[src/hdl/srts_pkg.sv]
// ----------------------------------------------------------------------------
// srts_pkg
// Shared types and constants for the sticky recent target selector.
// ----------------------------------------------------------------------------
package srts_pkg;

  // Field widths
  localparam int ID_W      = 4;
  localparam int TIME_W    = 32;
  localparam int MASK_W    = 16;
  localparam int CFG_IDX_W = 2;
  localparam int CFG_DAT_W = 32;

  // Default table depth
  localparam int NUM_IDS_DEF = 16;

  // Operation codes
  localparam logic [1:0] OP_SIGHT   = 2'd0;
  localparam logic [1:0] OP_SELECT  = 2'd1;
  localparam logic [1:0] OP_REFRESH = 2'd2;
  localparam logic [1:0] OP_CLEAR   = 2'd3;

  // Configuration register indexes
  localparam logic [CFG_IDX_W-1:0] CFG_ALLOWED = 2'd0;
  localparam logic [CFG_IDX_W-1:0] CFG_EXPIRE  = 2'd1;

  // Configuration reset values
  localparam logic [MASK_W-1:0] ALLOWED_RST = 16'hFFFF;
  localparam logic [TIME_W-1:0] EXPIRE_RST  = 32'd1000;

  // Input item
  typedef struct packed {
    logic [1:0]        operation;
    logic [ID_W-1:0]   target_id;
    logic [TIME_W-1:0] time_stamp;
  } in_item_t;

  // Result item
  typedef struct packed {
    logic [ID_W-1:0] focus_id;
    logic            focus_found;
  } out_item_t;

  // Controller to datapath commands
  typedef struct packed {
    logic            accept;    // input item taken this cycle
    logic            walk_rd;   // read table entry at walk_idx
    logic            sweep_wr;  // write current time at walk_idx
    logic [ID_W-1:0] walk_idx;
    logic            resolve;   // settle focus and load result
  } dp_cmd_t;

  // Datapath to controller status
  typedef struct packed {
    logic [1:0] in_op;     // operation of the offered item
    logic       out_free;  // result register can take a new item
  } dp_stat_t;

endpackage

[src/hdl/srts_ctrl.sv]
// ----------------------------------------------------------------------------
// srts_ctrl
// Sequencer: accepts items, walks the table once per select, refresh or
// clear, lets the pipe drain after select or refresh and resolves a select.
// ----------------------------------------------------------------------------
module srts_ctrl import srts_pkg::*; #(
  parameter int NUM_IDS = NUM_IDS_DEF
) (
  input  logic     clk,
  input  logic     rst_n,
  input  logic     in_valid,
  output logic     in_stall,
  output dp_cmd_t  cmd,
  input  dp_stat_t stat
);

  localparam int IDX_W = (NUM_IDS > 1) ? $clog2(NUM_IDS) : 1;
  localparam logic [IDX_W-1:0] LAST_IDX = IDX_W'(NUM_IDS - 1);

  typedef enum logic [1:0] {
    ST_IDLE,
    ST_WALK,
    ST_DRAIN,
    ST_RESOLVE
  } state_t;

  state_t           state_r;
  logic [1:0]       op_r;
  logic [IDX_W-1:0] cnt_r;
  logic             drain_r;

  // Handshake and commands
  assign in_stall = (state_r != ST_IDLE);

  always_comb begin
    cmd          = '0;
    cmd.accept   = in_valid && (state_r == ST_IDLE);
    cmd.walk_rd  = (state_r == ST_WALK) && (op_r != OP_CLEAR);
    cmd.sweep_wr = (state_r == ST_WALK) && (op_r == OP_CLEAR);
    cmd.walk_idx = ID_W'(cnt_r);
    cmd.resolve  = (state_r == ST_RESOLVE) && stat.out_free;
  end

  // State and counters
  always_ff @(posedge clk) begin
    if (!rst_n) begin
      state_r <= ST_IDLE;
      op_r    <= OP_SIGHT;
      cnt_r   <= '0;
      drain_r <= 1'b0;
    end else begin
      unique case (state_r)
        ST_IDLE: begin
          if (in_valid) begin
            op_r <= stat.in_op;
            cnt_r <= '0;
            if (stat.in_op != OP_SIGHT) state_r <= ST_WALK;
          end
        end
        ST_WALK: begin
          if (cnt_r == LAST_IDX) begin
            drain_r <= 1'b0;
            state_r <= (op_r == OP_CLEAR) ? ST_IDLE : ST_DRAIN;
          end else begin
            cnt_r <= cnt_r + 1'b1;
          end
        end
        ST_DRAIN: begin
          // wait out the memory read stage and the age stage
          if (drain_r) begin
            state_r <= (op_r == OP_SELECT) ? ST_RESOLVE : ST_IDLE;
          end else begin
            drain_r <= 1'b1;
          end
        end
        ST_RESOLVE: begin
          if (stat.out_free) state_r <= ST_IDLE;
        end
        default: state_r <= ST_IDLE;
      endcase
    end
  end

endmodule

[src/hdl/srts_dp.sv]
// ----------------------------------------------------------------------------
// srts_dp
// Datapath: config registers, last-seen table, present flags, age pipe,
// most-recent search and sticky focus, result register.
// ----------------------------------------------------------------------------
module srts_dp import srts_pkg::*; #(
  parameter int NUM_IDS = NUM_IDS_DEF
) (
  input  logic                 clk,
  input  logic                 rst_n,
  input  in_item_t             in_data,
  input  logic                 cfg_we,
  input  logic [CFG_IDX_W-1:0] cfg_index,
  input  logic [CFG_DAT_W-1:0] cfg_data,
  output logic                 out_valid,
  input  logic                 out_stall,
  output out_item_t            out_data,
  input  dp_cmd_t              cmd,
  output dp_stat_t             stat
);

  localparam int IDX_W = (NUM_IDS > 1) ? $clog2(NUM_IDS) : 1;

  // Configuration
  logic [MASK_W-1:0] mask_r;
  logic [TIME_W-1:0] expire_r;

  // Table and flags
  logic [TIME_W-1:0]  mem [NUM_IDS];
  logic [NUM_IDS-1:0] seen_r, seen_nxt;
  logic [NUM_IDS-1:0] present_r, present_nxt;
  logic [ID_W-1:0]    focus_idx_r, focus_idx_nxt;
  logic               focus_held_r, focus_held_nxt;

  // Latched item
  logic [1:0]        op_r;
  logic [TIME_W-1:0] now_r;

  // Walk pipe
  logic              v1_r, v2_r;
  logic [IDX_W-1:0]  idx1_r, idx2_r;
  logic [TIME_W-1:0] rdata_r;
  logic              rseen_r;
  logic [TIME_W-1:0] age_r;

  // Search
  logic              best_found_r, best_found_nxt;
  logic [IDX_W-1:0]  best_idx_r, best_idx_nxt;
  logic [TIME_W-1:0] best_age_r, best_age_nxt;

  // Result register
  logic      out_valid_r, out_valid_nxt;
  out_item_t out_data_r, out_data_nxt;

  logic [NUM_IDS-1:0] allowed;
  logic [IDX_W-1:0]   tid_idx, walk_a, fidx;
  logic               sight_ok;
  logic               mem_we;
  logic [IDX_W-1:0]   mem_wa;
  logic [TIME_W-1:0]  mem_wd;
  logic               keep;

  assign allowed  = mask_r[NUM_IDS-1:0];
  assign tid_idx  = in_data.target_id[IDX_W-1:0];
  assign walk_a   = cmd.walk_idx[IDX_W-1:0];
  assign fidx     = focus_idx_r[IDX_W-1:0];
  assign sight_ok = cmd.accept && (in_data.operation == OP_SIGHT) &&
                    (int'(in_data.target_id) < NUM_IDS) && allowed[tid_idx];

  assign stat.in_op    = in_data.operation;
  assign stat.out_free = !out_valid_r || !out_stall;
  assign out_valid     = out_valid_r;
  assign out_data      = out_data_r;

  // Table write port: sighting or clear sweep
  assign mem_we = sight_ok || cmd.sweep_wr;
  assign mem_wa = cmd.sweep_wr ? walk_a : tid_idx;
  assign mem_wd = cmd.sweep_wr ? now_r : in_data.time_stamp;

  always_ff @(posedge clk) begin
    if (mem_we) mem[mem_wa] <= mem_wd;
    if (cmd.walk_rd) begin
      rdata_r <= mem[walk_a];
      rseen_r <= seen_r[walk_a];
    end
  end

  // Drop test on the aged entry
  assign keep = present_r[idx2_r] && !(age_r > expire_r) &&
                ((op_r != OP_SELECT) || allowed[idx2_r]);

  // Next state of flags, focus, search and result
  always_comb begin
    seen_nxt       = seen_r;
    present_nxt    = present_r;
    focus_idx_nxt  = focus_idx_r;
    focus_held_nxt = focus_held_r;
    best_found_nxt = best_found_r;
    best_idx_nxt   = best_idx_r;
    best_age_nxt   = best_age_r;
    out_valid_nxt  = out_valid_r;
    out_data_nxt   = out_data_r;

    // new item
    if (cmd.accept) begin
      best_found_nxt = 1'b0;
      case (in_data.operation)
        OP_SIGHT: begin
          if (sight_ok) begin
            present_nxt[tid_idx] = 1'b1;
            seen_nxt[tid_idx]    = 1'b1;
          end
        end
        OP_REFRESH: begin
          focus_held_nxt = 1'b0;
          focus_idx_nxt  = '0;
        end
        OP_CLEAR: begin
          focus_held_nxt = 1'b0;
          focus_idx_nxt  = '0;
          present_nxt    = '0;
        end
        default: ;
      endcase
    end

    // clear sweep marks entries written
    if (cmd.sweep_wr) seen_nxt[walk_a] = 1'b1;

    // drop stale or disallowed, track most recent
    if (v2_r) begin
      present_nxt[idx2_r] = keep;
      if ((op_r == OP_SELECT) && keep && (!best_found_r || (age_r < best_age_r))) begin
        best_found_nxt = 1'b1;
        best_idx_nxt   = idx2_r;
        best_age_nxt   = age_r;
      end
    end

    // result register drains
    if (out_valid_r && !out_stall) out_valid_nxt = 1'b0;

    // sticky focus, else most recent
    if (cmd.resolve) begin
      if (!(focus_held_r && present_r[fidx])) begin
        focus_held_nxt = best_found_r;
        focus_idx_nxt  = best_found_r ? ID_W'(best_idx_r) : '0;
      end
      out_valid_nxt            = 1'b1;
      out_data_nxt.focus_found = focus_held_nxt;
      out_data_nxt.focus_id    = focus_held_nxt ? focus_idx_nxt : '0;
    end
  end

  // Control registers
  always_ff @(posedge clk) begin
    if (!rst_n) begin
      mask_r       <= ALLOWED_RST;
      expire_r     <= EXPIRE_RST;
      seen_r       <= '0;
      present_r    <= '0;
      focus_idx_r  <= '0;
      focus_held_r <= 1'b0;
      best_found_r <= 1'b0;
      v1_r         <= 1'b0;
      v2_r         <= 1'b0;
      out_valid_r  <= 1'b0;
    end else begin
      if (cfg_we) begin
        unique case (cfg_index)
          CFG_ALLOWED: mask_r   <= cfg_data[MASK_W-1:0];
          CFG_EXPIRE:  expire_r <= cfg_data[TIME_W-1:0];
          default: ;
        endcase
      end
      seen_r       <= seen_nxt;
      present_r    <= present_nxt;
      focus_idx_r  <= focus_idx_nxt;
      focus_held_r <= focus_held_nxt;
      best_found_r <= best_found_nxt;
      v1_r         <= cmd.walk_rd;
      v2_r         <= v1_r;
      out_valid_r  <= out_valid_nxt;
    end
  end

  // Payload registers
  always_ff @(posedge clk) begin
    if (cmd.accept) begin
      op_r  <= in_data.operation;
      now_r <= in_data.time_stamp;
    end
    idx1_r     <= walk_a;
    idx2_r     <= idx1_r;
    age_r      <= now_r - (rseen_r ? rdata_r : '0);
    best_idx_r <= best_idx_nxt;
    best_age_r <= best_age_nxt;
    out_data_r <= out_data_nxt;
  end

`ifndef SYNTHESIS
  a_none_is_zero: assert property (@(posedge clk) disable iff (!rst_n)
    out_valid_r && !out_data_r.focus_found |-> out_data_r.focus_id == '0)
    else $error("result without focus carries nonzero id");

  a_present_written: assert property (@(posedge clk) disable iff (!rst_n)
    (present_r & ~seen_r) == '0)
    else $error("present flag on a never-written entry");

  a_focus_range: assert property (@(posedge clk) disable iff (!rst_n)
    focus_held_r |-> int'(focus_idx_r) < NUM_IDS)
    else $error("focus index out of range");

  a_resolve_loads: assert property (@(posedge clk) disable iff (!rst_n)
    cmd.resolve |=> out_valid_r)
    else $error("resolve did not load result register");
`endif

endmodule

[src/hdl/sticky_recent_target_selector.sv]
// ----------------------------------------------------------------------------
// sticky_recent_target_selector
// Tracks last sighting per target id and keeps a sticky focus target.
//
// Input channel in_valid/in_stall/in_data carries one operation per item:
// sighting, select, refresh or clear. Only select produces a result item on
// out_valid/out_stall/out_data (focus id and found flag). The cfg_ port
// writes allowed_mask (index 0) and expire_ticks (index 1); the user must
// write them only while idle, the block itself does not enforce this. A
// sighting needs no walk. Select and refresh walk the last-seen table
// through its single read port and a two-stage age pipe; clear walks it
// through the write port. One item is in work at a time; in_stall is high
// while it runs. Synchronous reset empties the table, clears the focus and
// restores the register defaults; no clearing pass is needed. A stalled
// result holds in the output register; a new item is still accepted, and a
// following select waits at its end until the register frees.
// ----------------------------------------------------------------------------
module sticky_recent_target_selector import srts_pkg::*; #(
  parameter int NUM_IDS = NUM_IDS_DEF
) (
  input  logic                 clk,
  input  logic                 rst_n,
  input  logic                 in_valid,
  output logic                 in_stall,
  input  in_item_t             in_data,
  output logic                 out_valid,
  input  logic                 out_stall,
  output out_item_t            out_data,
  input  logic                 cfg_we,
  input  logic [CFG_IDX_W-1:0] cfg_index,
  input  logic [CFG_DAT_W-1:0] cfg_data
);

  dp_cmd_t  cmd;
  dp_stat_t stat;

  // Sequencer
  srts_ctrl #(.NUM_IDS(NUM_IDS)) u_ctrl (
    .clk      (clk),
    .rst_n    (rst_n),
    .in_valid (in_valid),
    .in_stall (in_stall),
    .cmd      (cmd),
    .stat     (stat)
  );

  // Table, search and result
  srts_dp #(.NUM_IDS(NUM_IDS)) u_dp (
    .clk       (clk),
    .rst_n     (rst_n),
    .in_data   (in_data),
    .cfg_we    (cfg_we),
    .cfg_index (cfg_index),
    .cfg_data  (cfg_data),
    .out_valid (out_valid),
    .out_stall (out_stall),
    .out_data  (out_data),
    .cmd       (cmd),
    .stat      (stat)
  );

endmodule
[config.mk]
export PLATFORM = sky130hd
export DESIGN_NAME = sticky_recent_target_selector
export DESIGN_NICKNAME = d
export VERILOG_FILES = /design/src/hdl/srts_pkg.sv /design/src/hdl/srts_ctrl.sv /design/src/hdl/srts_dp.sv /design/src/hdl/sticky_recent_target_selector.sv
export SDC_FILE = /design/constraint.sdc
export NUM_CORES = 1
export LEC_CHECK = 0
export BUFFER_PORTS_ARGS = -buffer_cell sky130_fd_sc_hd__buf_2
export CAP_MARGIN = 30
export CORE_MARGIN = 2
export CORE_UTILIZATION = 60
export CTS_CLUSTER_SIZE = 8
export DETAILED_ROUTE_END_ITERATION = 7
export PLACE_DENSITY_LB_ADDON = 0.1
export SETUP_SLACK_MARGIN = 0.05
export SLEW_MARGIN = 20
export SYNTH_ARGS = -nofsm -noshare
export SYNTH_HDL_FRONTEND = slang
export SYNTH_SLANG_ARGS = --single-unit
[constraint.sdc]
create_clock -name clk -period 5.39 [get_ports clk]
set_clock_uncertainty 0.1 [all_clocks]
set_input_delay 0.539 -clock clk [delete_from_list [all_inputs] [get_ports clk]]
set_output_delay 0.539 -clock clk [all_outputs]
set_load 0.01 [all_outputs]
## Yosys cells after proc, flatten, opt, wreduce, memory -nomap -nowiden

Memories as Yosys holds them, arrays and structs flattened. A register that Yosys moved wholly into a read port is not among the register bits.
Index checks and enable logic that the tools add are counted.

| storage, ports and cells | value |
|---|---|
| register bits | 214 |
| bits in writable memories | 512 |
| input bits | 77 |
| output and inout port bits | 7 |
| logic and storage cells | 154 |
| memories kept | 1 |

| cells by class | value |
|---|---|
| $add $sub $neg | 2 |
| $lt $le $gt $ge | 9 |
| eq/ne operators | 18 |
| muxes and demuxes | 58 |
| bitwise operators | 3 |
| reductions and logical operators | 39 |

Memories:

| memory | words | width | rd ports | clocked after memory_dff | wr ports | line | source |
|---|---|---|---|---|---|---|---|
| u_dp.mem | 16 | 32 | 1 | 1 | 1 | srts_dp.sv:29 | `logic [TIME_W-1:0] mem [NUM_IDS];` |

Operators with widths:

| cell | number |
|---|---|
| $mux 16 | 7 |
| $mux 32 | 2 |
| $or 16x16->16 | 3 |
| $gt 32x32->1 | 1 |
| $lt 32x32->1 | 1 |
| $mux 4 | 8 |
| $pmux 16 s2 | 1 |
| $sub 32x32->32 | 1 |
| $mux 1 | 21 |
| $bmux 1 s4 | 5 |
| $lt 4x5->1 const B | 4 |
| $bwmux 16 | 1 |
| $logic_and 1x1->1 | 15 |
| $mux 2 | 7 |
| $demux 1 s4 | 3 |
| $ge 4x1->1 const B | 3 |
| $eq 2x2->1 const B | 5 |
| $ne 2x2->1 const B | 5 |
| $reduce_and 2->1 | 5 |
| $reduce_bool 2->1 | 5 |
| $eq 2x1->1 const B | 4 |
| $pmux 2 s4 | 1 |
| $pmux 4 s2 | 1 |
| $logic_not 2->1 | 3 |
| 9 further kinds | 17 |

## Depth between registers and ports, before layout

| logic depth | value |
|---|---|
| word-level depth | 10 |
| mapped depth | 12 |

## By module

From an unflattened synthesis, not the netlist that was laid out.

| second synthesis, totals | value |
|---|---|
| cell total of the unflattened synthesis | 1,905 |
| area, all modules | 31,665.4 um^2 |

Modules (own cells, without submodules):

| module | instances | cells each | area each (um^2) | sequential area each (um^2) |
|---|---|---|---|---|
| srts_dp | 1 | 1,849 | 31,192.4 | 21,200.3 |
| srts_ctrl | 1 | 56 | 473.0 | 180.2 |

## Worst setup path after synthesis

OpenSTA, ideal clock, no wires.

| timing | value |
|---|---|
| kind | input -> register |
| from | input port in_valid |
| to | memory u_dp.mem[6][0], enable pin |
| arrival | 3,336 ps |
| setup slack | 1,533 ps |
| stages on the path | 6 |
| cell sequence | nand2_1 -> inv_1 -> and3_1 -> buf_6 -> a22oi_1 -> nor2_1 |

RTL lines:

| what | line | source |
|---|---|---|
| start, declared | sticky_recent_target_selector.sv:23 | `input logic in_valid,` |
| end, declared | srts_dp.sv:29 |  |

## Worst setup path in the final report

| timing | value |
|---|---|
| from | register u_dp.rseen_r |
| to | register u_dp.age_r[30] |

| between the ends | value |
|---|---|
| cells in the longest elaborated chain, start to end | 2 |

Ends and longest elaborated chain:

| what | line | source |
|---|---|---|
| start, declared | srts_dp.sv:43 | `logic rseen_r;` |
| start signal, assigned | srts_dp.sv:84 | `rseen_r <= seen_r[walk_a];` |
| $mux 32 | srts_dp.sv:195 | `age_r <= now_r - (rseen_r ? rdata_r : '0);` |
| $sub 32x32->32 | srts_dp.sv:195 |  |
| end signal, assigned | srts_dp.sv:195 |  |
| end, declared | srts_dp.sv:44 | `logic [TIME_W-1:0] age_r;` |

No other way between the ends.
A chain may end at the register's enable or synchronous reset.

==> results.json <==
{
  "arrival_ns": 4.19,
  "status": "completed",
  "worst_setup_path_end_kind": "flop",
  "slowest_delay_ns": 0.94,
  "max_slew_margin_pct": 28.4,
  "critPathMaxFanout": 26,
  "diodes": 0,
  "rsz0062_at_grt": "false",
  "path_class": "flop to flop",
  "cts_buffer_depth": 3,
  "r2r_end": "u_dp.age_r[30]$_DFF_P_",
  "hold_slack_ns": 0.0272,
  "grt_first_pass_wirelength_um": 110000,
  "rrSetupSlack_ns": 1.61,
  "pin_count": 84,
  "synthTopCellsByCount": "edfxtp_1 (620), nand2_1 (280), mux4_2 (182)",
  "grt_max_degree": 139,
  "clock-sinks": 758,
  "fin_setup_tns_ns": 0,
  "cp.buffers_inverters": 0,
  "fin_crit_sh_pct": 70.2,
  "synth_flop_cell": "edfxtp_1",
  "worst_ep_required_time_ns": 5.80,
  "synth_edf_count": 620,
  "cp.depth": 10,
  "drtPass1Iterations": 5,
  "antenna_found_initial": 5,
  "synthArstFlopShare_pct": 0,
  "synth_top_cell_by_area": "edfxtp_1",
  "vias": 18000,
  "timing.rr.start": "u_dp.rseen_r$_DFFE_PP_",
  "final_nets": 2328,
  "pwr-share-comb_pct": 6.8,
  "track_usage_pct": 27.7,
  "drtIter0Drc": 1860,
  "p_per_area_nw_per_um2": 366,
  "critPathLaunchType": "flop",
  "slew_viol_final": 0,
  "die_h_um": 234,
  "antenna_left": 0,
  "synthTopCellsByArea": "edfxtp_1 (59%), mux4_2 (13%), dfxtp_1 (8.7%)",
  "hold_class": "input pin to flop",
  "cp_slowest_cell": "edfxtp_1",
  "setup_viol": 0,
  "clock_power_share_pct": 43.7,
  "first_global_vias": 17900,
  "root_buffer": "clkbuf_16",
  "synth.top_cell.area_share_pct": 58.7,
  "synth_nets": 2168,
  "clock_latency_ns": 0.66,
  "rows": 84,
  "switching_share_pct": 22.0,
  "crit_path_start": "u_dp.rseen_r$_DFFE_PP_",
  "cts_tree": "done",
  "drive_above_1_share_pct": 20.3,
  "initial_core_util_pct": 60.5,
  "dpl.hpwl_um": 47400,
  "die_w_um": 234,
  "max_freq_mhz": 264,
  "portBuffers": 83,
  "ys_ff_latch": 758,
  "gp_congestion": 0.837,
  "synthCells": 1989,
  "period_needed_ns": 3.78,
  "clk_pin_slew_ns": 0.05,
  "path_cells": "nand2_1 -> ha_1 -> and3_1 -> nand2_1 -> a21boi_0 -> nand3_1 -> nand3_1 -> a2111oi_0 -> or3_1 -> o311ai_0",
  "fillers": 3365,
  "leakagePower_nw": 12.5,
  "wl_per_cell_um": 25.6,
  "pwr-share-seq_pct": 49.4,
  "syn2layout_area_growth_pct": 15.0,
  "internal_power_mw": 10.4,
  "max_cap_violations": 0,
  "seq_area_frac_synth_pct": 67.5,
  "routed_wirelength_um": 73600,
  "overflow": 0,
  "crit_end": "u_dp.age_r[30]$_DFF_P_",
  "cts_max_level": 3,
  "cts_resized": 0,
  "tightestPinTransition_ns": 1.07,
  "ff2ff_path_depth": 10,
  "yosysUniqueCellTypes": 62,
  "drc": 0,
  "cts_made_buffers": 104,
  "netlist_area_um2": 31700,
  "final_core_utilization_pct": 69.6,
  "cp_top_family": "simple AND/OR/NAND/NOR gates",
  "ir_drop_uv": 319,
  "switching_power_mw": 2.94,
  "core_um2": 52300,
  "hold_violations": 0,
  "synth_area_per_cell_um2": 15.9,
  "dieArea_um2": 54700,
  "yosysWarnings": 0,
  "vias_per_cell": 6.26,
  "post-synth-top-count-cell": "edfxtp_1"
}
==> cell type report <==
cell class	count	area [um^2]	area share (%)
Clock inverter	4	120	0.330
Tap cell	688	861	2.36
Inverter	89	334	0.917
Multi-Input combinational cell	1056	9760	26.8
Clock buffer	136	2770	7.59
Timing Repair Buffer	140	1200	3.30
Sequential cell	758	21400	58.7
==> cell families after synthesis <==
group	Yosys count	share of synthesized area (%)
DFF	758	67.5
muxes	189	13.3
xor gates and xnor gates	30	0.829
AOI/OAI and AO/OA	246	5.27
adders and majority gates	102	4.05
buffers and inverters	175	2.23
and+or+nand+nor	489	6.84
==> cell usage in the layout (no fill, tap or decap), drive strengths merged, types with 56 or more instances in the layout <==
| cell type | netlist | layout |
|---|---|---|
| edfxtp | 620 | 620 |
| nand2 | 280 | 280 |
| mux4 | 185 | 185 |
| dfxtp | 138 | 138 |
| clkbuf | 58 | 136 |
| buf | 28 | 120 |
| ha | 101 | 101 |
| inv | 89 | 89 |
| nor2 | 63 | 63 |
| a21oi | 56 | 56 |
==> how the worst min path moves through the flow <==
stage | startpoint | to | slack, ns | cells after the start
after CTS | cfg_data[12] | u_dp.allowed[12]$_SDFFE_PN1P_ | 0.004 | 3
after global routing | cfg_data[12] | u_dp.allowed[12]$_SDFFE_PN1P_ | 0.008 | 3
after global placement | u_dp.idx1_r[0]$_DFF_P_ | u_dp.idx2_r[0]$_DFF_P_ | 0.21 | 0
after detailed placement | u_dp.idx1_r[0]$_DFF_P_ | u_dp.idx2_r[0]$_DFF_P_ | 0.21 | 0
after floorplan | u_dp.idx1_r[0]$_DFF_P_ | u_dp.idx2_r[0]$_DFF_P_ | 0.21 | 0
final | cfg_data[12] | u_dp.allowed[12]$_SDFFE_PN1P_ | 0.03 | 3
==> worst register-to-register path, delay by kind of cell, from the launching register on <==
family	cells	cell delay (ns)
adders and majority gates	1	0.41
DFF	1	0.94
and+or+nand+nor	6	1.31
AOI/OAI and AO/OA	3	0.91
==> state kept, by name, indices dropped and copies added, names as in the netlist, 2 cells and up <==
name and cells:
u_dp.out_data 5, u_ctrl.state_r 2, u_ctrl.cnt_r 4, u_dp.seen_r 16, u_dp.idx2_r 4, u_dp.best_idx_r 4
u_dp.now_r 32, u_dp.allowed 16, u_dp.mem 512, u_dp.present_r 16, u_dp.rdata_r 32, u_dp.expire_r 32
u_dp.idx1_r 4, u_ctrl.op_r 2, u_dp.fidx 4, u_dp.age_r 32, u_dp.op_r 2, u_dp.best_age_r 32
==> power groups by stage <==
stage / Clock [mW] / Combinational [mW] / Sequential, mW
final: 5.84 / 0.911 / 6.60
after global routing: 6.15 / 1.01 / 6.61
after CTS: 5.92 / 0.912 / 6.60
after detailed placement: 0 / 0.891 / 6.71
after global placement: 0 / 0.853 / 6.70
after floorplan: 0 / 0.626 / 6.65
==> metrics by stage <==
| stage | instance area, um^2 | setup slack, ns | cells | total power, mW |
|---|---|---|---|---|
| 2_1_floorplan | 31700 | 1.53 | 1989 | 7.28 |
| 3_3_place_gp | 32900 | 1.44 | 2692 | 7.55 |
| 3_5_place_dp | 33200 | 1.30 | 2706 | 7.60 |
| 4_1_cts | 36300 | 1.60 | 2866 | 13.4 |
| 5_1_grt | 36400 | 1.17 | 2871 | 13.8 |
| 6_report | 36400 | 1.61 | 2871 | 13.3 |
==> metal layers <==
layer / vias up / wire (um) / GRT usage (%)
li1: 7981 / - / -
met1: 9065 / 30800 / 40.1
met2: 812 / 34800 / 43.5
met3: 114 / 6530 / 6.01
met4: 8 / 1500 / 7.04
met5: - / 58 / 0
==> what timing repair did <==
item / in CTS / in global routing
hold buffers: 20 / 0
hold endpoints to repair: 20 / 0
setup buffers: 0 / 0
No activity file was read; power rests on OpenSTA's default activity.
